## config.mk

```make
export PLATFORM = sky130hd
export DESIGN_NAME = line_follow_steering_fsm_unit
export DESIGN_NICKNAME = d
export VERILOG_FILES = /design/src/rtl/lfsf_pkg.sv /design/src/rtl/line_follow_steering_fsm_unit.sv /design/src/rtl/lfsf_decide.sv
export SDC_FILE = /design/constraint.sdc
export NUM_CORES = 1
export LEC_CHECK = 0
export BUFFER_PORTS_ARGS = -buffer_cell sky130_fd_sc_hd__buf_2
export CAP_MARGIN = 15
export CORE_MARGIN = 8
export CORE_UTILIZATION = 45
export CTS_CLUSTER_SIZE = 20
export DETAILED_ROUTE_END_ITERATION = 12
export PLACE_DENSITY = 0.66
export SYNTH_ARGS = -nofsm -noshare
export SYNTH_HDL_FRONTEND = slang
export SYNTH_HIERARCHICAL = 1
export SYNTH_SLANG_ARGS = --single-unit
```

## constraint.sdc

```tcl
create_clock -name clk -period 8.2 [get_ports clk]
set_clock_uncertainty 0.05 [all_clocks]
set_input_delay 1.23 -clock clk [delete_from_list [all_inputs] [get_ports clk]]
set_output_delay 1.23 -clock clk [all_outputs]
set_load 0.1 [all_outputs]
```

## src/rtl/lfsf_pkg.sv

```systemverilog
// Shared types, codes and steering tables of the line follower steering unit.
`default_nettype none

package lfsf_pkg;

  // Request actions
  localparam logic [1:0] ACT_SAMPLE = 2'd0;
  localparam logic [1:0] ACT_BUTTON = 2'd1;
  localparam logic [1:0] ACT_REMOTE = 2'd2;

  // Command kinds
  localparam logic [1:0] CMD_DRIVE = 2'd0;
  localparam logic [1:0] CMD_STOP  = 2'd1;
  localparam logic [1:0] CMD_PAUSE = 2'd2;

  // Register indexes on the configuration port
  localparam logic [2:0] REG_LO_THR    = 3'd0;
  localparam logic [2:0] REG_LI_THR    = 3'd1;
  localparam logic [2:0] REG_RI_THR    = 3'd2;
  localparam logic [2:0] REG_RO_THR    = 3'd3;
  localparam logic [2:0] REG_BLACK_THR = 3'd4;
  localparam logic [2:0] REG_LIMIT     = 3'd5;

  // Register reset values
  localparam logic [15:0] LO_THR_RST    = 16'd9000;
  localparam logic [15:0] LI_THR_RST    = 16'd8000;
  localparam logic [15:0] RI_THR_RST    = 16'd9000;
  localparam logic [15:0] RO_THR_RST    = 16'd11000;
  localparam logic [15:0] BLACK_THR_RST = 16'd20000;
  localparam logic [1:0]  LIMIT_RST     = 2'd2;

  // Drive speed of the start-up phase, hold of the pause and cap of the all-black count
  localparam logic [7:0] FIND_SPEED = 8'd100;
  localparam logic [5:0] PAUSE_MS   = 6'd50;
  localparam logic [1:0] BLACK_MAX  = 2'd3;

  // Loop bodies and recovery turns, indexed by loop number (entry 0 unused)
  localparam logic [7:0] BODY_L [10] = '{8'd0, 8'd10, 8'd255, 8'd65, 8'd255,
                                         8'd55, 8'd255, 8'd255, 8'd255, 8'd200};
  localparam logic [7:0] BODY_R [10] = '{8'd0, 8'd255, 8'd10, 8'd255, 8'd65,
                                         8'd255, 8'd55, 8'd255, 8'd200, 8'd255};
  localparam logic [5:0] BODY_H [10] = '{6'd0, 6'd1, 6'd1, 6'd1, 6'd1,
                                         6'd1, 6'd1, 6'd0, 6'd0, 6'd0};
  localparam logic [7:0] REC_L  [10] = '{8'd0, 8'd6, 8'd255, 8'd0, 8'd0,
                                         8'd0, 8'd0, 8'd0, 8'd255, 8'd120};
  localparam logic [7:0] REC_R  [10] = '{8'd0, 8'd255, 8'd6, 8'd0, 8'd0,
                                         8'd0, 8'd0, 8'd0, 8'd120, 8'd255};
  localparam logic [5:0] REC_H  [10] = '{6'd0, 6'd1, 6'd1, 6'd0, 6'd0,
                                         6'd0, 6'd0, 6'd0, 6'd0, 6'd0};

  // Program point, one-hot
  typedef enum logic [12:0] {
    PP_BUTTON = 13'b0000000000001,
    PP_FIND   = 13'b0000000000010,
    PP_REMOTE = 13'b0000000000100,
    PP_TOP    = 13'b0000000001000,
    PP_LOOP1  = 13'b0000000010000,
    PP_LOOP2  = 13'b0000000100000,
    PP_LOOP3  = 13'b0000001000000,
    PP_LOOP4  = 13'b0000010000000,
    PP_LOOP5  = 13'b0000100000000,
    PP_LOOP6  = 13'b0001000000000,
    PP_LOOP7  = 13'b0010000000000,
    PP_LOOP8  = 13'b0100000000000,
    PP_LOOP9  = 13'b1000000000000
  } pp_t;

  // Configuration registers
  typedef struct packed {
    logic [15:0] lo_thr;
    logic [15:0] li_thr;
    logic [15:0] ri_thr;
    logic [15:0] ro_thr;
    logic [15:0] black_thr;
    logic [1:0]  limit;
  } cfg_t;

  // One result item
  typedef struct packed {
    logic [1:0] kind;
    logic [7:0] lspd;
    logic [7:0] rspd;
    logic [5:0] hold;
    logic       last;
  } res_t;

endpackage

`default_nettype wire

```

## src/rtl/line_follow_steering_fsm_unit.sv

```systemverilog
// Top level of the line follower steering unit: request register, result queue, registers.
//
// Requests enter on in_valid/in_ready: action (sample, start button, remote go)
// and four reflectance readings. Results leave on out_valid/out_ready, one per
// cycle while out_ready is high, each a drive, stop or pause command; last_of_run
// marks the final result of a request. A request gives zero to three results.
// A request is held in the request register and decided combinationally from
// it; its results are then written into the result queue, whose head is
// presented. Throughput: one request per cycle while each request yields at
// most one result and out_ready is high; the sustained rate is set by the
// one-result-per-cycle output queue (three entries). When the receiver stalls,
// the queue fills and the registered request waits until its results fit;
// in_ready stays low while it waits. The user must write configuration over
// the APB port (registers at byte address 4*i) only while the unit is idle;
// the block itself does not enforce this. Reset (rst, synchronous) empties the
// queue and the request register, restores the register defaults and returns
// the unit to waiting for the start button with the all-black count at zero.
`default_nettype none

module line_follow_steering_fsm_unit #(
  parameter int SENSOR_BITS = 16
) (
  input  wire logic                   clk,
  input  wire logic                   rst,
  // request channel
  input  wire logic                   in_valid,
  output logic                        in_ready,
  input  wire logic [1:0]             action,
  input  wire logic [SENSOR_BITS-1:0] left_outer,
  input  wire logic [SENSOR_BITS-1:0] left_inner,
  input  wire logic [SENSOR_BITS-1:0] right_inner,
  input  wire logic [SENSOR_BITS-1:0] right_outer,
  // result channel
  output logic                        out_valid,
  input  wire logic                   out_ready,
  output logic [1:0]                  command_kind,
  output logic [7:0]                  left_speed,
  output logic [7:0]                  right_speed,
  output logic [5:0]                  hold_ms,
  output logic                        last_of_run,
  // configuration port
  input  wire logic                   psel,
  input  wire logic                   penable,
  input  wire logic                   pwrite,
  input  wire logic [4:0]             paddr,
  input  wire logic [31:0]            pwdata,
  output logic [31:0]                 prdata,
  output logic                        pready
);

  lfsf_pkg::cfg_t cfg;
  lfsf_pkg::pp_t  pp, pp_next;
  logic [1:0]     bc, bc_next;

  logic                   s1_v;
  logic [1:0]             s1_act;
  logic [SENSOR_BITS-1:0] s1_lo, s1_li, s1_ri, s1_ro;
  logic                   s1_fire;

  lfsf_pkg::res_t res [3];
  logic [1:0]     res_n;

  lfsf_pkg::res_t q [3];
  lfsf_pkg::res_t q_next [3];
  logic [1:0]     q_cnt, q_cnt_next;
  logic           pop;
  logic [1:0]     base;
  logic [2:0]     free;
  logic [2:0]     pos;

  logic       wr_en;
  logic [2:0] reg_idx;

  // Configuration port
  assign pready  = 1'b1;
  assign reg_idx = paddr[4:2];
  assign wr_en   = psel && penable && pwrite;

  always_ff @(posedge clk) begin
    if (rst) begin
      cfg.lo_thr    <= lfsf_pkg::LO_THR_RST;
      cfg.li_thr    <= lfsf_pkg::LI_THR_RST;
      cfg.ri_thr    <= lfsf_pkg::RI_THR_RST;
      cfg.ro_thr    <= lfsf_pkg::RO_THR_RST;
      cfg.black_thr <= lfsf_pkg::BLACK_THR_RST;
      cfg.limit     <= lfsf_pkg::LIMIT_RST;
    end else if (wr_en) begin
      case (reg_idx)
        lfsf_pkg::REG_LO_THR:    cfg.lo_thr    <= pwdata[15:0];
        lfsf_pkg::REG_LI_THR:    cfg.li_thr    <= pwdata[15:0];
        lfsf_pkg::REG_RI_THR:    cfg.ri_thr    <= pwdata[15:0];
        lfsf_pkg::REG_RO_THR:    cfg.ro_thr    <= pwdata[15:0];
        lfsf_pkg::REG_BLACK_THR: cfg.black_thr <= pwdata[15:0];
        lfsf_pkg::REG_LIMIT:     cfg.limit     <= pwdata[1:0];
        default: ;
      endcase
    end
  end

  // Read back a register
  always_comb begin
    case (reg_idx)
      lfsf_pkg::REG_LO_THR:    prdata = {16'd0, cfg.lo_thr};
      lfsf_pkg::REG_LI_THR:    prdata = {16'd0, cfg.li_thr};
      lfsf_pkg::REG_RI_THR:    prdata = {16'd0, cfg.ri_thr};
      lfsf_pkg::REG_RO_THR:    prdata = {16'd0, cfg.ro_thr};
      lfsf_pkg::REG_BLACK_THR: prdata = {16'd0, cfg.black_thr};
      lfsf_pkg::REG_LIMIT:     prdata = {30'd0, cfg.limit};
      default:                 prdata = 32'd0;
    endcase
  end

  // Request register: release when all its results fit in the queue
  assign pop     = out_valid && out_ready;
  assign free    = 3'd3 - {1'b0, q_cnt} + {2'b00, pop};
  assign s1_fire = s1_v && ({1'b0, res_n} <= free);
  assign in_ready = !s1_v || s1_fire;

  always_ff @(posedge clk) begin
    if (rst) begin
      s1_v <= 1'b0;
    end else if (in_ready) begin
      s1_v <= in_valid;
    end
  end

  always_ff @(posedge clk) begin
    if (in_valid && in_ready) begin
      s1_act <= action;
      s1_lo  <= left_outer;
      s1_li  <= left_inner;
      s1_ri  <= right_inner;
      s1_ro  <= right_outer;
    end
  end

  // Decide the results of the held request
  lfsf_decide #(
    .SENSOR_BITS(SENSOR_BITS)
  ) u_decide (
    .action  (s1_act),
    .s_lo    (s1_lo),
    .s_li    (s1_li),
    .s_ri    (s1_ri),
    .s_ro    (s1_ro),
    .cfg     (cfg),
    .pp      (pp),
    .bc      (bc),
    .pp_next (pp_next),
    .bc_next (bc_next),
    .res     (res),
    .res_n   (res_n)
  );

  // Advance the program point and all-black count on release
  always_ff @(posedge clk) begin
    if (rst) begin
      pp <= lfsf_pkg::PP_BUTTON;
      bc <= 2'd0;
    end else if (s1_fire) begin
      pp <= pp_next;
      bc <= bc_next;
    end
  end

  // Result queue: drop the head on pop, append new results behind the rest
  assign base = q_cnt - {1'b0, pop};

  always_comb begin
    q_next[0] = pop ? q[1] : q[0];
    q_next[1] = pop ? q[2] : q[1];
    q_next[2] = q[2];
    pos       = 3'd0;
    for (int i = 0; i < 3; i++) begin
      pos = 3'(i) - {1'b0, base};
      if (s1_fire && 3'(i) >= {1'b0, base} && 3'(i) < {1'b0, base} + {1'b0, res_n}) begin
        q_next[i] = res[pos[1:0]];
      end
    end
    q_cnt_next = s1_fire ? base + res_n : base;
  end

  always_ff @(posedge clk) begin
    if (rst) begin
      q_cnt <= 2'd0;
    end else begin
      q_cnt <= q_cnt_next;
    end
  end

  always_ff @(posedge clk) begin
    for (int i = 0; i < 3; i++) q[i] <= q_next[i];
  end

  // Present the head of the queue
  assign out_valid    = q_cnt != 2'd0;
  assign command_kind = q[0].kind;
  assign left_speed   = q[0].lspd;
  assign right_speed  = q[0].rspd;
  assign hold_ms      = q[0].hold;
  assign last_of_run  = q[0].last;

endmodule

`default_nettype wire

```

## src/rtl/lfsf_decide.sv

```systemverilog
// Steering decision: results and next state for one registered request.
`default_nettype none

module lfsf_decide #(
  parameter int SENSOR_BITS = 16
) (
  input  wire logic [1:0]             action,
  input  wire logic [SENSOR_BITS-1:0] s_lo,
  input  wire logic [SENSOR_BITS-1:0] s_li,
  input  wire logic [SENSOR_BITS-1:0] s_ri,
  input  wire logic [SENSOR_BITS-1:0] s_ro,
  input  wire lfsf_pkg::cfg_t         cfg,
  input  wire lfsf_pkg::pp_t          pp,
  input  wire logic [1:0]             bc,
  output lfsf_pkg::pp_t               pp_next,
  output logic [1:0]                  bc_next,
  output lfsf_pkg::res_t              res [3],
  output logic [1:0]                  res_n
);

  logic [SENSOR_BITS-1:0] t_lo, t_li, t_ri, t_ro, t_blk;
  logic lo, li, ri, ro, all_black, all_white;
  logic [9:0] cond;
  logic [3:0] k;
  logic       has_rec;
  logic [3:0] hit;
  logic       found;
  logic       stop_e, pause_e, drive_e;
  logic [7:0] d_l, d_r;
  logic [5:0] d_h;
  lfsf_pkg::res_t cand [3];
  logic [2:0] cand_e;
  logic [1:0] slot;

  // Map a loop number onto its program point
  function automatic lfsf_pkg::pp_t loop_pp(input logic [3:0] j);
    lfsf_pkg::pp_t p;
    unique case (j)
      4'd1:    p = lfsf_pkg::PP_LOOP1;
      4'd2:    p = lfsf_pkg::PP_LOOP2;
      4'd3:    p = lfsf_pkg::PP_LOOP3;
      4'd4:    p = lfsf_pkg::PP_LOOP4;
      4'd5:    p = lfsf_pkg::PP_LOOP5;
      4'd6:    p = lfsf_pkg::PP_LOOP6;
      4'd7:    p = lfsf_pkg::PP_LOOP7;
      4'd8:    p = lfsf_pkg::PP_LOOP8;
      4'd9:    p = lfsf_pkg::PP_LOOP9;
      default: p = lfsf_pkg::PP_TOP;
    endcase
    return p;
  endfunction

  // Compare readings against thresholds on the sensor width
  assign t_lo  = SENSOR_BITS'(cfg.lo_thr);
  assign t_li  = SENSOR_BITS'(cfg.li_thr);
  assign t_ri  = SENSOR_BITS'(cfg.ri_thr);
  assign t_ro  = SENSOR_BITS'(cfg.ro_thr);
  assign t_blk = SENSOR_BITS'(cfg.black_thr);

  assign lo = s_lo >= t_lo;
  assign li = s_li >= t_li;
  assign ri = s_ri >= t_ri;
  assign ro = s_ro >= t_ro;
  assign all_black = (s_lo >= t_blk) && (s_li >= t_blk) && (s_ri >= t_blk) && (s_ro >= t_blk);
  assign all_white = !lo && !li && !ri && !ro;

  // Loop entry tests
  assign cond[0] = 1'b0;
  assign cond[1] = lo;
  assign cond[2] = ro;
  assign cond[3] = lo && li;
  assign cond[4] = ro && ri;
  assign cond[5] = lo && li && ri;
  assign cond[6] = ro && ri && li;
  assign cond[7] = ri && li && !ro && !lo;
  assign cond[8] = ri;
  assign cond[9] = li;

  // Loop number of the current point; the top restarts the search at loop one
  always_comb begin
    unique case (pp)
      lfsf_pkg::PP_LOOP1: k = 4'd1;
      lfsf_pkg::PP_LOOP2: k = 4'd2;
      lfsf_pkg::PP_LOOP3: k = 4'd3;
      lfsf_pkg::PP_LOOP4: k = 4'd4;
      lfsf_pkg::PP_LOOP5: k = 4'd5;
      lfsf_pkg::PP_LOOP6: k = 4'd6;
      lfsf_pkg::PP_LOOP7: k = 4'd7;
      lfsf_pkg::PP_LOOP8: k = 4'd8;
      lfsf_pkg::PP_LOOP9: k = 4'd9;
      default:            k = 4'd1;
    endcase
  end

  assign has_rec = (k == 4'd1) || (k == 4'd2) || (k == 4'd8) || (k == 4'd9);

  // Find the first loop at or after k whose test passes
  always_comb begin
    hit   = 4'd0;
    found = 1'b0;
    for (int j = 9; j >= 1; j--) begin
      if (4'(j) >= k && cond[j]) begin
        hit   = 4'(j);
        found = 1'b1;
      end
    end
  end

  // Main decision
  always_comb begin
    pp_next = pp;
    bc_next = bc;
    stop_e  = 1'b0;
    pause_e = 1'b0;
    drive_e = 1'b0;
    d_l     = 8'd0;
    d_r     = 8'd0;
    d_h     = 6'd0;
    unique case (pp)
      lfsf_pkg::PP_BUTTON: begin
        if (action == lfsf_pkg::ACT_BUTTON) pp_next = lfsf_pkg::PP_FIND;
      end
      lfsf_pkg::PP_REMOTE: begin
        if (action == lfsf_pkg::ACT_REMOTE) pp_next = lfsf_pkg::PP_TOP;
      end
      lfsf_pkg::PP_FIND: begin
        if (action == lfsf_pkg::ACT_SAMPLE) begin
          drive_e = 1'b1;
          d_h     = 6'd1;
          if (all_black) begin
            pp_next = lfsf_pkg::PP_REMOTE;
          end else begin
            d_l = lfsf_pkg::FIND_SPEED;
            d_r = lfsf_pkg::FIND_SPEED;
          end
        end
      end
      default: begin
        // top of the chain and the nine loops
        if (action == lfsf_pkg::ACT_SAMPLE) begin
          if (pp != lfsf_pkg::PP_TOP && has_rec && all_white) begin
            drive_e = 1'b1;
            d_l     = lfsf_pkg::REC_L[k];
            d_r     = lfsf_pkg::REC_R[k];
            d_h     = lfsf_pkg::REC_H[k];
          end else begin
            if (pp != lfsf_pkg::PP_TOP && all_black) begin
              if (bc != lfsf_pkg::BLACK_MAX) bc_next = bc + 2'd1;
              stop_e  = bc_next > cfg.limit;
              pause_e = 1'b1;
            end
            pp_next = loop_pp(hit);
            if (found) begin
              drive_e = 1'b1;
              d_l     = lfsf_pkg::BODY_L[hit];
              d_r     = lfsf_pkg::BODY_R[hit];
              d_h     = lfsf_pkg::BODY_H[hit];
            end
          end
        end
      end
    endcase
  end

  // Candidate results in emission order: stop, pause, drive
  always_comb begin
    cand[0] = '{kind: lfsf_pkg::CMD_STOP, lspd: 8'd0, rspd: 8'd0, hold: 6'd0, last: 1'b0};
    cand[1] = '{kind: lfsf_pkg::CMD_PAUSE, lspd: 8'd0, rspd: 8'd0,
                hold: lfsf_pkg::PAUSE_MS, last: 1'b0};
    cand[2] = '{kind: lfsf_pkg::CMD_DRIVE, lspd: d_l, rspd: d_r, hold: d_h, last: 1'b0};
  end

  assign cand_e = {drive_e, pause_e, stop_e};

  // Pack enabled candidates to the front and mark the final one
  always_comb begin
    slot = 2'd0;
    for (int i = 0; i < 3; i++) res[i] = cand[2];
    for (int i = 0; i < 3; i++) begin
      if (cand_e[i]) begin
        res[slot] = cand[i];
        slot      = slot + 2'd1;
      end
    end
    res_n = slot;
    for (int i = 0; i < 3; i++) res[i].last = (2'(i) == res_n - 2'd1);
  end

endmodule

`default_nettype wire
```

==> results.tsv <==
stage	metric	value	unit
power_and_ir_drop	internal_power	2.82	mW
logic_synthesis	syn_avg_cell_area	9.26	sq um
routing	drt_pre_antenna_iters	6	
finish	fin_nets	2110	
setup_path	arrival	6550	ps
placement	dp_hpwl	34200	microns
routing	route.detailed.drc	0	
power_and_ir_drop	fin_total_pwr	4.83	mW
timing	final-setup-viol-count	0	
power_and_ir_drop	p_leak	7.33	nW
setup_path	reg2regPathDepth	21	
timing	finalMaxSlewViolations	0	
power_and_ir_drop	power_frac_seq	0.319	
clock_tree	cts_tree	done	
min_path	holdPathEnd	cfg[3]	
routing	wl_per_cell	20.2	microns
setup_path	slowest_stage	or3_1	
setup_path	critical_path_class	reg2out	
power_and_ir_drop	irDropWorstVdd	221	uV
run	maxCapViolCount	0	
clock_tree	worst_skew_pair.late_latency	590	ps
clock_tree	htree_levels	1	
min_path	hp-start	cfg[3]	
floorplanning	io_pins	170	
routing	ant_nets	0	
setup_path	cpLargestDelayFamily	compound AO/OA/AOI/OAI gates	
clock_tree	clk_pin_slew	60	ps
setup_path	end_kind	output pin	
timing	finalHoldViolCount	0	
setup_path	r2r-start	cfg[4]	
logic_synthesis	synth_top_area_cell	edfxtp_1	
logic_synthesis	synth_flop_cell	edfxtp_1	
floorplanning	rows	70	
logic_synthesis	ys_async_sr_fraction	0	
clock_tree	cts_inserted_buffers	28	
finish	finalNonFillerCells	2340	
setup_path	worst-path-buf-inv	4	
routing	wl_met1	19800	microns
routing	top_layer	met5	
setup_path	cp.required	6920	ps
floorplanning	die_h	207	microns
routing	viasPerCell	5.81	
grt	grt_first_pass_wirelength	72900	microns
routing	dr_wl_met3	2850	microns
grt	grt.overflow.total	0	
setup_path	cpPeakStageDelay	560	ps
clock_tree	cts_setup_buffers	0	
setup_path	worstPathMaxFanout	11	
clock_tree	clock_path_buffers	3	
routing	route.met2.wl	22500	microns
placement	place.gp.congestion	0.916	
setup_path	r2r_slack	1200	ps
power_and_ir_drop	clkPwrFrac	0.255	
logic_synthesis	ys_seq_area_frac	0.378	
logic_synthesis	synth_edf_count	141	
grt	antenna_found_initial	2	
logic_synthesis	synthCells	1782	
setup_path	critical_path_depth	21	
logic_synthesis	synth_top_area_share	0.257	
status	outcome	completed	
logic_synthesis	netlist_area	0.0165	sq mm
grt	grtUsageTotal	0.208	
finish	drive_gt1_frac	0.159	
power_and_ir_drop	combPwrFrac	0.426	
grt	grt_start_max_net_pins	87	
timing	fmax	128	MHz
timing	setup_ws	367	ps
power_and_ir_drop	switching_share	0.417	
power_and_ir_drop	switchingPower	2.01	mW
timing	relSlewSlack	0.230	
routing	drtIter0Drc	993	
finish	final_core_utilization	0.499	
power_and_ir_drop	power_density	266	mW/mm^2
timing	rsz0062_at_grt	no	
finish	syn_to_final_growth	9.96	%
logic_synthesis	yosys_warnings	6	
min_path	worstHoldPathType	reg2reg	
routing	drt_wl_total	47200	microns
grt	grt_pass1_vias	13311	
setup_path	crit_path_start_kind	flip-flop	
placement	pre_cts_ws	529	ps
floorplanning	initial_core_util	0.454	
clock_tree	clock-sinks	241	
timing	worst_slew_pin_slew	1150	ps
floorplanning	core_area	0.0363	sq mm
min_path	hold-path-cell-count	2	
logic_synthesis	netlist_top_cells_area	edfxtp_1 (26%), dfxtp_1 (12%), ha_1 (11%), mux2i_1 (5.8%), nand2_1 (5.2%)	
clock_tree	cts_hold_repair.buffers	0	
placement	dp_cells	2285	
floorplanning	die_w	207	microns
placement	port-buffer-count	134	
clock_tree	cts_root_buffer	clkbuf_16	
logic_synthesis	ys_types	91	
timing	finalCriticalPeriod	7830	ps
floorplanning	dieArea	0.0430	sq mm
setup_path	cp_cell_sequence	inv_1 -> ha_1 -> nand2_1 -> o21ai_1 -> a41oi_1 -> a2111oi_0 -> o311ai_0 -> or3_1 -> nand4b_4 -> nor2b_2 -> inv_1 -> ha_1 -> o21ai_0 -> a41oi_1 -> nor2_1 -> inv_1 -> ha_1 -> a21oi_2 -> o21a_4 -> nand2_1 -> buf_2	
timing	fin_setup_tns	0	ps
setup_path	r2r-end	q[0][0]	
logic_synthesis	ys_seq_elements	241	
timing	finalCritPeriodShare	0.955	
routing	vias	13592	
==> placed cells by master, fill, tap and decap left out, types with 28 or more instances in the layout <==
| cell | n |
|---|---|
| nand2_1 | 229 |
| a21oi_1 | 168 |
| ha_1 | 149 |
| edfxtp_1 | 141 |
| buf_2 | 133 |
| o21ai_0 | 129 |
| inv_1 | 110 |
| dfxtp_1 | 100 |
| mux2i_1 | 96 |
| nor2_1 | 87 |
| nor3_1 | 54 |
| mux2_4 | 39 |
| nand3_1 | 29 |
| conb_1 | 29 |
| clkbuf_16 | 28 |
==> cell families (layout without fill, tap and decap cells) <==
logic type	count (synthesis)	after routing	synth area share
adders and majority gates	151	151	0.115
muxes	153	153	0.107
and+or+nand+nor	517	517	0.151
xor gates and xnor gates	6	6	0.00319
AOI/OAI and AO/OA	450	451	0.165
DFF	241	241	0.378
buffers and inverters	261	323	0.0801
other	3	30	0.000683
==> power groups by stage <==
stage | registers (mW) | logic [mW] | clock network, mW
floorplan | 1.57 | 1.73 | 0
global placement | 1.56 | 2.02 | 0
detailed placement | 1.57 | 2.04 | 0
CTS | 1.54 | 2.04 | 1.26
global route | 1.55 | 2.18 | 1.31
finish | 1.54 | 2.06 | 1.23
==> layout make-up <==
cell class              count  area (sq um)
multi-input cells        1307          9120
clock inverters            13           135
flip-flops and latches    241          6240
diodes                      1          2.50
fillers                  3364         18200
well taps                 468           586
inverters                 113           429
clock buffers              39           762
repair buffers            158           866
==> registers in the layout, indices dropped and copies added, names as in the netlist, 13 cells and up <==
register / flops
s1_ri: 16
s1_li: 16
s1_ro: 16
q: 75
pp: 13
s1_lo: 16
cfg: 82
==> timing repair <==
| action | in CTS | in global routing |
|---|---|---|
| resized for setup | 1 | 3 |
| endpoints found under the hold margin | 0 | 0 |
| gates cloned | 0 | 1 |
| setup endpoints to repair | 1 | 1 |
==> stage by stage <==
| stage | cell area [sq um] | hold WS (ps) |
|---|---|---|
| after CTS | 18100 | 421 |
| after floorplan | 16600 | 396 |
| final | 18100 | 420 |
| after detailed placement | 17200 | 412 |
| after global routing | 18100 | 442 |
| after global placement | 17200 | 406 |
==> how the worst max path moves through the flow <==
| stage | startpoint | to |
|---|---|---|
| floorplan | pp[0] | q[0][50] |
| global placement | cfg[3] | in_ready |
| detailed placement | cfg[4] | in_ready |
| CTS | cfg[4] | in_ready |
| global route | cfg[4] | in_ready |
| finish | cfg[4] | in_ready |
==> cell usage after synthesis, types with 4 or more instances <==
master	count
and3_1	7
nand4b_1	4
nor2b_1	15
dfxtp_1	100
nand4_1	16
o2111ai_1	6
mux2_2	16
and2_1	8
mux2i_1	96
o21a_1	11
a221oi_1	4
nor4b_1	5
a21o_1	13
nor2_1	87
clkbuf_1	40
xor2_1	5
or3_1	6
a22oi_1	9
buf_4	64
a211oi_1	20
buf_2	34
nor4_1	13
a21oi_1	170
o31ai_1	7
o21ai_0	131
ha_1	150
a22o_1	4
nor3_1	56
a2111oi_0	4
and4_1	6
a31oi_1	5
mux2_4	39
o21ai_1	4
nand3_1	29
nand2b_1	9
inv_1	110
a31o_2	5
a41oi_1	4
edfxtp_1	141
o22ai_1	17
o211ai_1	6
buf_6	7
nand2_1	229
==> worst register-to-register path, delay by kind of cell, from the launching register on <==
kind,cells,cell delay [ps]
buffers and inverters,3,650
muxes,1,440
DFF,1,350
adders and majority gates,4,1460
AOI/OAI and AO/OA,6,1830
and+or+nand+nor,7,1900
==> routing by layer <==
metal,GRT usage,up-vias
li1,-,6524
met1,0.256,6475
met2,0.356,490
met3,0.0306,101
met4,0.0939,2
met5,0,-
Note: power is estimated with default switching activity, not from simulation.
